File: src/rtl/nsc_pkg.sv
// shared types, character codes and helpers for the nmea sentence checker
package nsc_pkg;

    typedef struct packed {
        logic        start_seen;
        logic [7:0]  length_seen;
        logic [7:0]  xor_sum;
        logic        star_seen;
        logic        hex_active;
        logic [7:0]  hex_value;
        logic [23:0] kind_chars;
        logic [4:0]  comma_count;
        logic        tail_nonempty;
    } scan_state_t;

    localparam logic [7:0] CHAR_DOLLAR = 8'h24;
    localparam logic [7:0] CHAR_STAR   = 8'h2A;
    localparam logic [7:0] CHAR_COMMA  = 8'h2C;

    localparam logic [7:0] LEN_MAX          = 8'd255;
    localparam logic [7:0] MIN_LEN_DEFAULT  = 8'd10;

    localparam logic [7:0] OFS_KIND_FIRST  = 8'd3;
    localparam logic [7:0] OFS_KIND_SECOND = 8'd4;
    localparam logic [7:0] OFS_KIND_THIRD  = 8'd5;

    localparam logic [23:0] WORD_RMC = {8'h52, 8'h4D, 8'h43};
    localparam logic [23:0] WORD_GGA = {8'h47, 8'h47, 8'h41};
    localparam logic [23:0] WORD_GSA = {8'h47, 8'h53, 8'h41};
    localparam logic [23:0] WORD_GSV = {8'h47, 8'h53, 8'h56};
    localparam logic [23:0] WORD_VTG = {8'h56, 8'h54, 8'h47};

    localparam logic [2:0] KIND_NONE = 3'd0;
    localparam logic [2:0] KIND_RMC  = 3'd1;
    localparam logic [2:0] KIND_GGA  = 3'd2;
    localparam logic [2:0] KIND_GSA  = 3'd3;
    localparam logic [2:0] KIND_GSV  = 3'd4;
    localparam logic [2:0] KIND_VTG  = 3'd5;

    // bit 4 set means not a hex digit
    function automatic logic [4:0] hex_digit(input logic [7:0] c);
        logic [7:0] d;
        begin
            d = 8'd0;
            hex_digit = 5'h10;
            if (c >= 8'h30 && c <= 8'h39) begin
                d = c - 8'h30;
                hex_digit = {1'b0, d[3:0]};
            end else if (c >= 8'h61 && c <= 8'h66) begin
                d = c - 8'h57;
                hex_digit = {1'b0, d[3:0]};
            end else if (c >= 8'h41 && c <= 8'h46) begin
                d = c - 8'h37;
                hex_digit = {1'b0, d[3:0]};
            end
        end
    endfunction

    function automatic logic [2:0] kind_of(input logic [23:0] w);
        begin
            case (w)
                WORD_RMC: kind_of = KIND_RMC;
                WORD_GGA: kind_of = KIND_GGA;
                WORD_GSA: kind_of = KIND_GSA;
                WORD_GSV: kind_of = KIND_GSV;
                WORD_VTG: kind_of = KIND_VTG;
                default:  kind_of = KIND_NONE;
            endcase
        end
    endfunction

endpackage

File: src/rtl/nsc_scan.sv
// per-byte next-state logic for the sentence scan
module nsc_scan #(
    parameter int MAX_FIELDS = 20
) (
    input  logic [7:0]          text_byte,
    input  nsc_pkg::scan_state_t cur,
    output nsc_pkg::scan_state_t nxt
);

    localparam logic [4:0] FIELD_CAP = 5'(MAX_FIELDS);

    logic [4:0] digit;

    assign digit = nsc_pkg::hex_digit(text_byte);

    always_comb begin
        nxt = cur;
        if (!cur.start_seen) begin
            if (text_byte == nsc_pkg::CHAR_DOLLAR) begin
                nxt.start_seen    = 1'b1;
                nxt.length_seen   = 8'd1;
                nxt.tail_nonempty = 1'b1;
            end
        end else begin
            case (cur.length_seen)
                nsc_pkg::OFS_KIND_FIRST:  nxt.kind_chars[23:16] = text_byte;
                nsc_pkg::OFS_KIND_SECOND: nxt.kind_chars[15:8]  = text_byte;
                nsc_pkg::OFS_KIND_THIRD:  nxt.kind_chars[7:0]   = text_byte;
                default: ;
            endcase
            if (cur.length_seen != nsc_pkg::LEN_MAX) begin
                nxt.length_seen = cur.length_seen + 8'd1;
            end

            if (!cur.star_seen) begin
                if (text_byte == nsc_pkg::CHAR_STAR) begin
                    nxt.star_seen  = 1'b1;
                    nxt.hex_active = 1'b1;
                    nxt.hex_value  = 8'd0;
                end else begin
                    nxt.xor_sum = cur.xor_sum ^ text_byte;
                end
            end else if (cur.hex_active) begin
                if (!digit[4]) begin
                    nxt.hex_value = {cur.hex_value[3:0], digit[3:0]};
                end else begin
                    nxt.hex_active = 1'b0;
                end
            end

            if (cur.comma_count < FIELD_CAP) begin
                if (text_byte == nsc_pkg::CHAR_COMMA) begin
                    nxt.comma_count   = cur.comma_count + 5'd1;
                    nxt.tail_nonempty = 1'b0;
                end else begin
                    nxt.tail_nonempty = 1'b1;
                end
            end
        end
    end

endmodule

File: src/rtl/nmea_sentence_checker_top.sv
// top level of the nmea sentence checker: scan state, result register, config
// Takes one character per cycle at full rate; a line's result appears on the m_ channel
// in the cycle after its final byte is accepted, held in a one-deep output register. The
// scan state updates once per accepted byte, so s_ready stays high except when a
// final byte arrives while the previous result is still held and not being taken.
// min_sentence_length resets to 10 and should be written only while no line is in flight.
module nmea_sentence_checker_top #(
    parameter int MAX_FIELDS = 20
) (
    input  logic       aclk,
    input  logic       aresetn,
    input  logic       cfg_we,
    input  logic [7:0] cfg_wdata,
    input  logic       s_valid,
    output logic       s_ready,
    input  logic [7:0] s_text_byte,
    input  logic       s_line_end,
    output logic       m_valid,
    input  logic       m_ready,
    output logic       m_start_found,
    output logic       m_sentence_ok,
    output logic [2:0] m_message_kind,
    output logic [4:0] m_field_count,
    output logic [7:0] m_xor_checksum,
    output logic [7:0] m_received_checksum
);

    localparam logic [4:0] FIELD_CAP = 5'(MAX_FIELDS);

    nsc_pkg::scan_state_t state_reg;
    nsc_pkg::scan_state_t state_next;
    logic [7:0] min_len_reg;
    logic       m_valid_reg;
    logic       start_reg, ok_reg;
    logic [2:0] kind_reg;
    logic [4:0] fields_reg;
    logic [7:0] xor_reg, rx_reg;

    logic       beat;
    logic       ok_next;
    logic [4:0] fields_next;

    nsc_scan #(
        .MAX_FIELDS(MAX_FIELDS)
    ) u_scan (
        .text_byte(s_text_byte),
        .cur      (state_reg),
        .nxt      (state_next)
    );

    assign s_ready = !m_valid_reg || m_ready || !s_line_end;
    assign beat    = s_valid && s_ready;

    assign ok_next = state_next.start_seen && (state_next.length_seen >= min_len_reg)
                     && state_next.star_seen && (state_next.xor_sum == state_next.hex_value);

    always_comb begin
        fields_next = 5'd0;
        if (state_next.start_seen) begin
            fields_next = state_next.comma_count;
            if (state_next.tail_nonempty && state_next.comma_count < FIELD_CAP) begin
                fields_next = state_next.comma_count + 5'd1;
            end
        end
    end

    always_ff @(posedge aclk) begin
        if (!aresetn) begin
            min_len_reg <= nsc_pkg::MIN_LEN_DEFAULT;
        end else if (cfg_we) begin
            min_len_reg <= cfg_wdata;
        end
    end

    always_ff @(posedge aclk) begin
        if (!aresetn) begin
            state_reg <= '0;
        end else if (beat) begin
            if (s_line_end) begin
                state_reg <= '0;
            end else begin
                state_reg <= state_next;
            end
        end
    end

    always_ff @(posedge aclk) begin
        if (!aresetn) begin
            m_valid_reg <= 1'b0;
        end else if (beat && s_line_end) begin
            m_valid_reg <= 1'b1;
        end else if (m_ready) begin
            m_valid_reg <= 1'b0;
        end
    end

    // result payload
    always_ff @(posedge aclk) begin
        if (beat && s_line_end) begin
            start_reg  <= state_next.start_seen;
            ok_reg     <= ok_next;
            kind_reg   <= ok_next ? nsc_pkg::kind_of(state_next.kind_chars)
                                  : nsc_pkg::KIND_NONE;
            fields_reg <= fields_next;
            xor_reg    <= state_next.xor_sum;
            rx_reg     <= state_next.hex_value;
        end
    end

    assign m_valid             = m_valid_reg;
    assign m_start_found       = start_reg;
    assign m_sentence_ok       = ok_reg;
    assign m_message_kind      = kind_reg;
    assign m_field_count       = fields_reg;
    assign m_xor_checksum      = xor_reg;
    assign m_received_checksum = rx_reg;

`ifndef SYNTHESIS
    a_ok_needs_start: assert property (@(posedge aclk) disable iff (!aresetn)
        m_valid_reg && ok_reg |-> start_reg)
        else $error("sentence_ok without start marker");

    a_kind_needs_ok: assert property (@(posedge aclk) disable iff (!aresetn)
        m_valid_reg && (kind_reg != nsc_pkg::KIND_NONE) |-> ok_reg)
        else $error("message kind on a failed sentence");

    a_no_start_zero: assert property (@(posedge aclk) disable iff (!aresetn)
        m_valid_reg && !start_reg |-> (fields_reg == 5'd0) && (xor_reg == 8'd0)
                                       && (rx_reg == 8'd0))
        else $error("nonzero result without start marker");

    a_last_beat_result: assert property (@(posedge aclk) disable iff (!aresetn)
        beat && s_line_end |=> m_valid_reg)
        else $error("final beat produced no result");

    a_state_cleared: assert property (@(posedge aclk) disable iff (!aresetn)
        beat && s_line_end |=> (state_reg == '0))
        else $error("scan state not cleared after final beat");
`endif

endmodule

File: config.mk
export PLATFORM = sky130hd
export DESIGN_NAME = nmea_sentence_checker_top
export DESIGN_NICKNAME = d
export VERILOG_FILES = /design/src/rtl/nsc_pkg.sv /design/src/rtl/nsc_scan.sv /design/src/rtl/nmea_sentence_checker_top.sv
export SDC_FILE = /design/constraint.sdc
export NUM_CORES = 1
export LEC_CHECK = 0
export ABC_AREA = 1
export BUFFER_PORTS_ARGS = -buffer_cell sky130_fd_sc_hd__buf_2
export CAP_MARGIN = 25
export CORE_MARGIN = 2
export CORE_UTILIZATION = 41
export DETAILED_ROUTE_END_ITERATION = 6
export HOLD_SLACK_MARGIN = 0.05
export REMOVE_ABC_BUFFERS = 1
export SKIP_CTS_REPAIR_TIMING = 1
export SLEW_MARGIN = 20
export SYNTH_ARGS = -nofsm -noshare
export SYNTH_HDL_FRONTEND = slang
export SYNTH_SLANG_ARGS = --single-unit
export TNS_END_PERCENT = 20
File: constraint.sdc
create_clock -name aclk -period 3.45 [get_ports aclk]
set_input_delay 0.345 -clock aclk [delete_from_list [all_inputs] [get_ports aclk]]
set_output_delay 0.345 -clock aclk [all_outputs]
set_load 0.02 [all_outputs]
# Word-level counts from Yosys, hierarchy flattened
# Cells that the tools add are included.
word_totals:
  ff_bits: 92
  in_bits: 22
  out_inout_bits: 28
  wordCells: 91
classes:
  add_sub_neg: 6
  order_cmp: 9
  eq_ne: 13
  muxes: 28
  bitwise: 1
  n_reduce_logical: 17
ops:
  columns: ["cell", "n"]
  rows:
  - ["24-bit by 23-bit equality test with 1-bit output (second input constant)", 5]
  - ["57-bit 2-to-1 mux", 1]
  - ["8-bit 2-to-1 mux", 7]
  - ["47-bit 2-to-1 mux", 1]
  - ["9-bit 2-to-1 mux", 4]
  - ["5-bit 2-to-1 mux", 5]
  - ["8-bit by 6-bit equality test with 1-bit output (second input constant)", 3]
  - ["8-bit by 3-bit equality test with 1-bit output (second input constant)", 2]
  - ["8-bit by 7-bit >= comparator with 1-bit output (second input constant)", 2]
  - ["8-bit by 7-bit <= comparator with 1-bit output (second input constant)", 2]
  - ["3-bit one-hot mux with 5 select lines", 1]
  - ["5-bit by 1-bit adder with 5-bit output (second input constant)", 2]
  - ["5-bit < comparator (second input constant)", 2]
  - ["10-bit 2-to-1 mux", 1]
  - ["1-bit logical AND", 9]
  - ["8-bit by 1-bit adder with 8-bit output (second input constant)", 1]
  - ["8-bit by 2-bit equality test with 1-bit output (second input constant)", 1]
  - ["8-bit equality test", 1]
  - ["8-bit by 6-bit >= comparator with 1-bit output (second input constant)", 1]
  - ["8-bit >= comparator", 1]
  - ["8-bit by 6-bit <= comparator with 1-bit output (second input constant)", 1]
  - ["8-bit inequality test (second input constant)", 1]
  - ["4-bit by 3-bit subtractor with 4-bit output (second input constant)", 2]
  - ["8-bit bitwise XOR", 1]
  - ["8 further kinds", 17]

# Longest topological paths before layout
depth:
  word_depth: 12
  ltp_mapped: 19
  depth_no_buf: 19

# Cells and area by module
# Synthesis repeated with hierarchy kept, for this count alone.
unflattened:
  cells_unflattened: 748
  hier_area_um2: 5156.2
modules_own_cells:
  columns: ["module", "n_inst", "cells_each", "area_per_inst_um2"]
  rows:
  - ["nmea_sentence_checker_top", 1, 482, 3847.4]
  - ["nsc_scan", 1, 266, 1308.8]

# Worst setup path before layout
# No wires, ideal clock.
synth_timing:
  kind: "input to register"
  from: "in s_text_byte[0]"
  to: "reg kind_reg[0], in the netlist m_message_kind[0] (data pin)"
  setup_time_ps: 140
  arrival_time_ps: 2432
  slack_ps: 878
  stages: 18
  n_path_buf: 0
  path_cell_list: "inv_1 -> ha_1 -> inv_1 -> nor4_2 -> nand2_1 -> nand2_1 -> o21ai_0 -> o31ai_1 -> inv_1 -> ha_1 -> nand2_1 -> o21ai_0 -> nand2_1 -> o2111ai_1 -> inv_1 -> nor2_1 -> nand3_1 -> nor2_1"
synth_between:
  elab_chain_cells: 11
synth_lines:
  columns: ["element", "line_no", "source"]
  rows:
  - ["start: declaration", "nmea_sentence_checker_top.sv:16", "input logic [7:0] s_text_byte,"]
  - ["8-bit by 7-bit >= comparator with 1-bit output / 8-bit by 7-bit <= comparator with 1-bit output (equally long branches)", "nsc_pkg.sv:52", "end else if (c >= 8'h41 && c <= 8'h46) begin"]
  - ["1-bit logical AND", "nsc_pkg.sv:52", null]
  - ["5-bit 2-to-1 mux", "nsc_pkg.sv:52", null]
  - ["5-bit 2-to-1 mux", "nsc_pkg.sv:49", "end else if (c >= 8'h61 && c <= 8'h66) begin"]
  - ["5-bit 2-to-1 mux", "nsc_pkg.sv:46", "if (c >= 8'h30 && c <= 8'h39) begin"]
  - ["8-bit 2-to-1 mux", "nsc_scan.sv:44", "if (!digit[4]) begin"]
  - ["9-bit 2-to-1 mux", "nsc_scan.sv:43", "end else if (cur.hex_active) begin"]
  - ["9-bit 2-to-1 mux", "nsc_scan.sv:35", "if (!cur.star_seen) begin"]
  - ["47-bit 2-to-1 mux", "nsc_scan.sv:18", "if (!cur.start_seen) begin"]
  - ["8-bit equality test", "nmea_sentence_checker_top.sv:55", "&& state_next.star_seen && (state_next.xor_sum == state_next.hex_value);"]
  - ["1-bit logical AND", "nmea_sentence_checker_top.sv:55", null]
  - ["end signal: assignment", "nmea_sentence_checker_top.sv:102", "kind_reg <= ok_next ? nsc_pkg::kind_of(state_next.kind_chars)"]
  - ["end: declaration", "nmea_sentence_checker_top.sv:35", "logic [2:0] kind_reg;"]
# Several ways; a longest one is shown, not always the timed one. The select of a mux whose other input is x is not followed.
# A chain may end at the register's enable or synchronous reset.

# Final worst setup path
layout_timing:
  from: "in s_text_byte[0]"
  to: "reg kind_reg[2], in the netlist m_message_kind[2] (data pin)"
# Same word-level chain as after synthesis.

==> qor.txt <==
Outcome = finished, final reports clean
Final hold slack = 0.2187 ns
Tcrit/Tclk final = 86.44%
Synth Flop Type = dfxtp_1
Chip width = 118.3 microns
Required @ worst endpoint = 3.65 ns
Minimum clock period = 2.982 ns
Max Root-Sink Buffers = 2
Reg area = 2102 sq um
Top cells by area, synth = dfxtp_1, nand2_1, edfxtp_1
Buf/Inv on CP = 5
Clk_lat worst skew = 0.35 ns
Met2 Use GR = 31.83%
Core box area = 12670 sq um
Worst path arrival time = 3.19 ns
Share of power burned in combinational logic = 6.9%
Synth Area per Inst = 6.734 sq um
Stages on the worst setup path = 19
Reg clk slew, reported paths = 0.06 ns
Reg2Reg Launch Point = state_reg[48]
R2r endpoint = m_message_kind[2]
First-pass GRT wire length = 21.60 mm
Die area = 13990 sq um
GRT Max-Usage Layer = met2
Max FFs per register = 57
Layout cells sized above 1 = 10.73%
Crit-path leading delay family = simple AND/OR/NAND/NOR gates
Leading area contributor after synthesis = dfxtp_1
Crit-path max cell delay = 0.44 ns
Input/output buffers = 49
Final #Nets = 874
Num Clock Sinks = 92
Diodes inserted = 0
Die Span Y = 118.3 microns
Share of the synthesized area in the top cell type = 24.68%
Hold Fails Final Rpt = 0
Detailed Routing Iterations Pass 1 = 6
Routed vias/inst = 4.900
Slew HR = 57.50%
Vias in the first global route = 4621
Fraction of registers with async set/reset = 0%
Clk root buf = clkbuf_16
DRT antenna net count = 0
Post-DP HPWL = 8.955 mm
Slowest CP cell = nor4_2
End point of the critical path = m_message_kind[2]
Fillers = 1291
Switching part of the total = 23.82%
NetSw = 0.0005350 W
Worst setup SP type = input port
Syn. warnings = 0
Seq pwr share = 50.3%
Worst path cell trace = buf_2 > inv_1 > ha_1 > inv_1 > nor4_2 > nand2_1 > nand2_1 > o21ai_0 > o31ai_1 > inv_1 > ha_1 > nand2_1 > o21ai_0 > nand2_1 > o2111ai_1 > inv_1 > nor2_1 > nand3_1 > nor2_1
Setup TNS Final = 0 ns
Leakage power = 2.683 nW
MaxCap Viol Count = 0
Post-route insts no fill = 1011
Post-Synthesis Cell Area = 5354 sq um
WL/cell = 12.46 microns
H-Tree Depth = 3
Yosys reg bits = 92
Drt drc = 0
Top cells by count, synth = nand2_1, inv_1, a21oi_1
Synth-to-Final Area Change = 12.97%
Initial Util = 42.25%
Met1 Use GR = 24.45%
Cells on worst reg2reg path = 18
RSZ-0062 raised after global routing = no
Critical Path End Type = flip-flop
Grt ovf = 0
Final wirelength = 12.60 mm
GPL Wtd Cong = 0.8705
Tot Pwr = 0.002246 W
Slew Limit Fails = 0
CTS tree = yes
Area of the multi-input gates = 2686 sq um
Sequential share of the synthesized area = 39.26%
CP max FO = 7
Cells after DPL = 994
Clock power frac = 42.8%
Crit Path Class = input port to flip-flop
Antenna violations before repair = 0
Met3 Use GR = 2.703%
I/O pins = 50
Tot GR Track Use = 18.85%
Pwr Density = 371.4 nW/um^2
Num rows = 41
Max Freq = 335.3 MHz
Most frequent cell after synthesis = nand2_1
Final WS setup = 0.4677 ns
Power Internal = 0.001711 W
Final Skew = 0.004762 ns
Post-synth EDFFs = 26
Setup WS pre-CTS = 0.1387 ns
FF-to-FF setup slack = 0.51 ns
Largest net degree at the start of global routing = 57
Final Setup Violations = 0
Vias = 4954
Worst ir drop on vdd = 205.6 uV
Detailed Route Iter0 Violations = 345
Hold crit path type = input port to flip-flop
Least-Margin Pin Slew = 0.6375 ns
Netlist cell types = 36
Gate Count Post-Synth = 795
Crit path launch = s_text_byte[0]
CTS buffer count = 9
## placed cells by master (no fill, tap or decap), drive strengths merged, types with 8 or more instances in the layout
cell type,n
nand2,271
inv,119
a21oi,75
dfxtp,66
nand3,66
nor2,58
buf,54
o21ai,31
edfxtp,26
ha,18
clkbuf,11
nand4,8
xor2,8
## worst min-delay path by stage
stage                                end           start  slack (ns)  depth (start not counted)
after floorplan           min_len_reg[7]  min_len_reg[7]        0.43                          2
after global placement     state_reg[14]   state_reg[14]        0.45                          2
after detailed placement   state_reg[25]   state_reg[25]        0.46                          2
after CTS                 min_len_reg[1]    cfg_wdata[1]        0.21                          3
after global routing      min_len_reg[1]    cfg_wdata[1]        0.22                          3
final                     min_len_reg[1]    cfg_wdata[1]        0.22                          3
## per-layer routing
metal | up-vias | wire, microns
met5 | - | 0
met4 | 0 | 198
met3 | 14 | 421
met2 | 90 | 5906
met1 | 2257 | 6074
li1 | 2593 | -
## cell families (layout without fill, tap and decap cells)
kind of cell | count (synthesis) | count (layout) | synth area share (%)
xor gates and xnor gates | 10 | 10 | 1.636
DFF | 92 | 92 | 39.26
and+or+nand+nor | 414 | 414 | 32.81
muxes | 2 | 2 | 0.4206
AOI/OAI and AO/OA | 112 | 112 | 10.91
adders and majority gates | 18 | 18 | 4.207
buffers and inverters | 147 | 191 | 10.75
## power by group through the flow
| stage | Sequential [W] | Combinational (W) | Clock [W] |
|---|---|---|---|
| global route | 0.00113 | 0.000172 | 0.00103 |
| floorplan | 0.00117 | 0.0000692 | 0 |
| detailed placement | 0.00115 | 0.000152 | 0 |
| global placement | 0.00115 | 0.000149 | 0 |
| CTS | 0.00113 | 0.000153 | 0.000984 |
| finish | 0.00113 | 0.000155 | 0.000961 |
## cell type report
class / instances / area share (%)
timing repair buffer: 54 / 5.006
clock inverter: 5 / 0.3930
tap: 172 / 3.558
sequential: 92 / 34.75
clock buffer: 11 / 4.365
inverter: 121 / 7.509
multi-input combinational: 556 / 44.41
## through the flow
stage,util [%],area [sq um]
final,47.73,6048
after global routing,47.73,6048
after CTS,47.52,6021
after detailed placement,45.25,5733
after global placement,45.25,5733
after floorplan,-,5233
## worst reg2reg max path, stage by stage, from the launching register on
cell       delay [ns]
dfxtp_1          0.38
ha_1             0.23
nand3_1          0.09
nor2_1           0.17
nand3_1          0.09
nand2_1          0.19
nor2_1           0.11
nand2_1          0.07
mux2_2           0.32
inv_1            0.07
ha_1             0.14
nand2_1          0.05
nor2_1           0.11
nand4_1          0.10
o2111ai_1        0.16
inv_1            0.08
nor2_1           0.16
nand3_1          0.16
nor2_1           0.13
No activity file was read; power rests on OpenSTA's default activity.
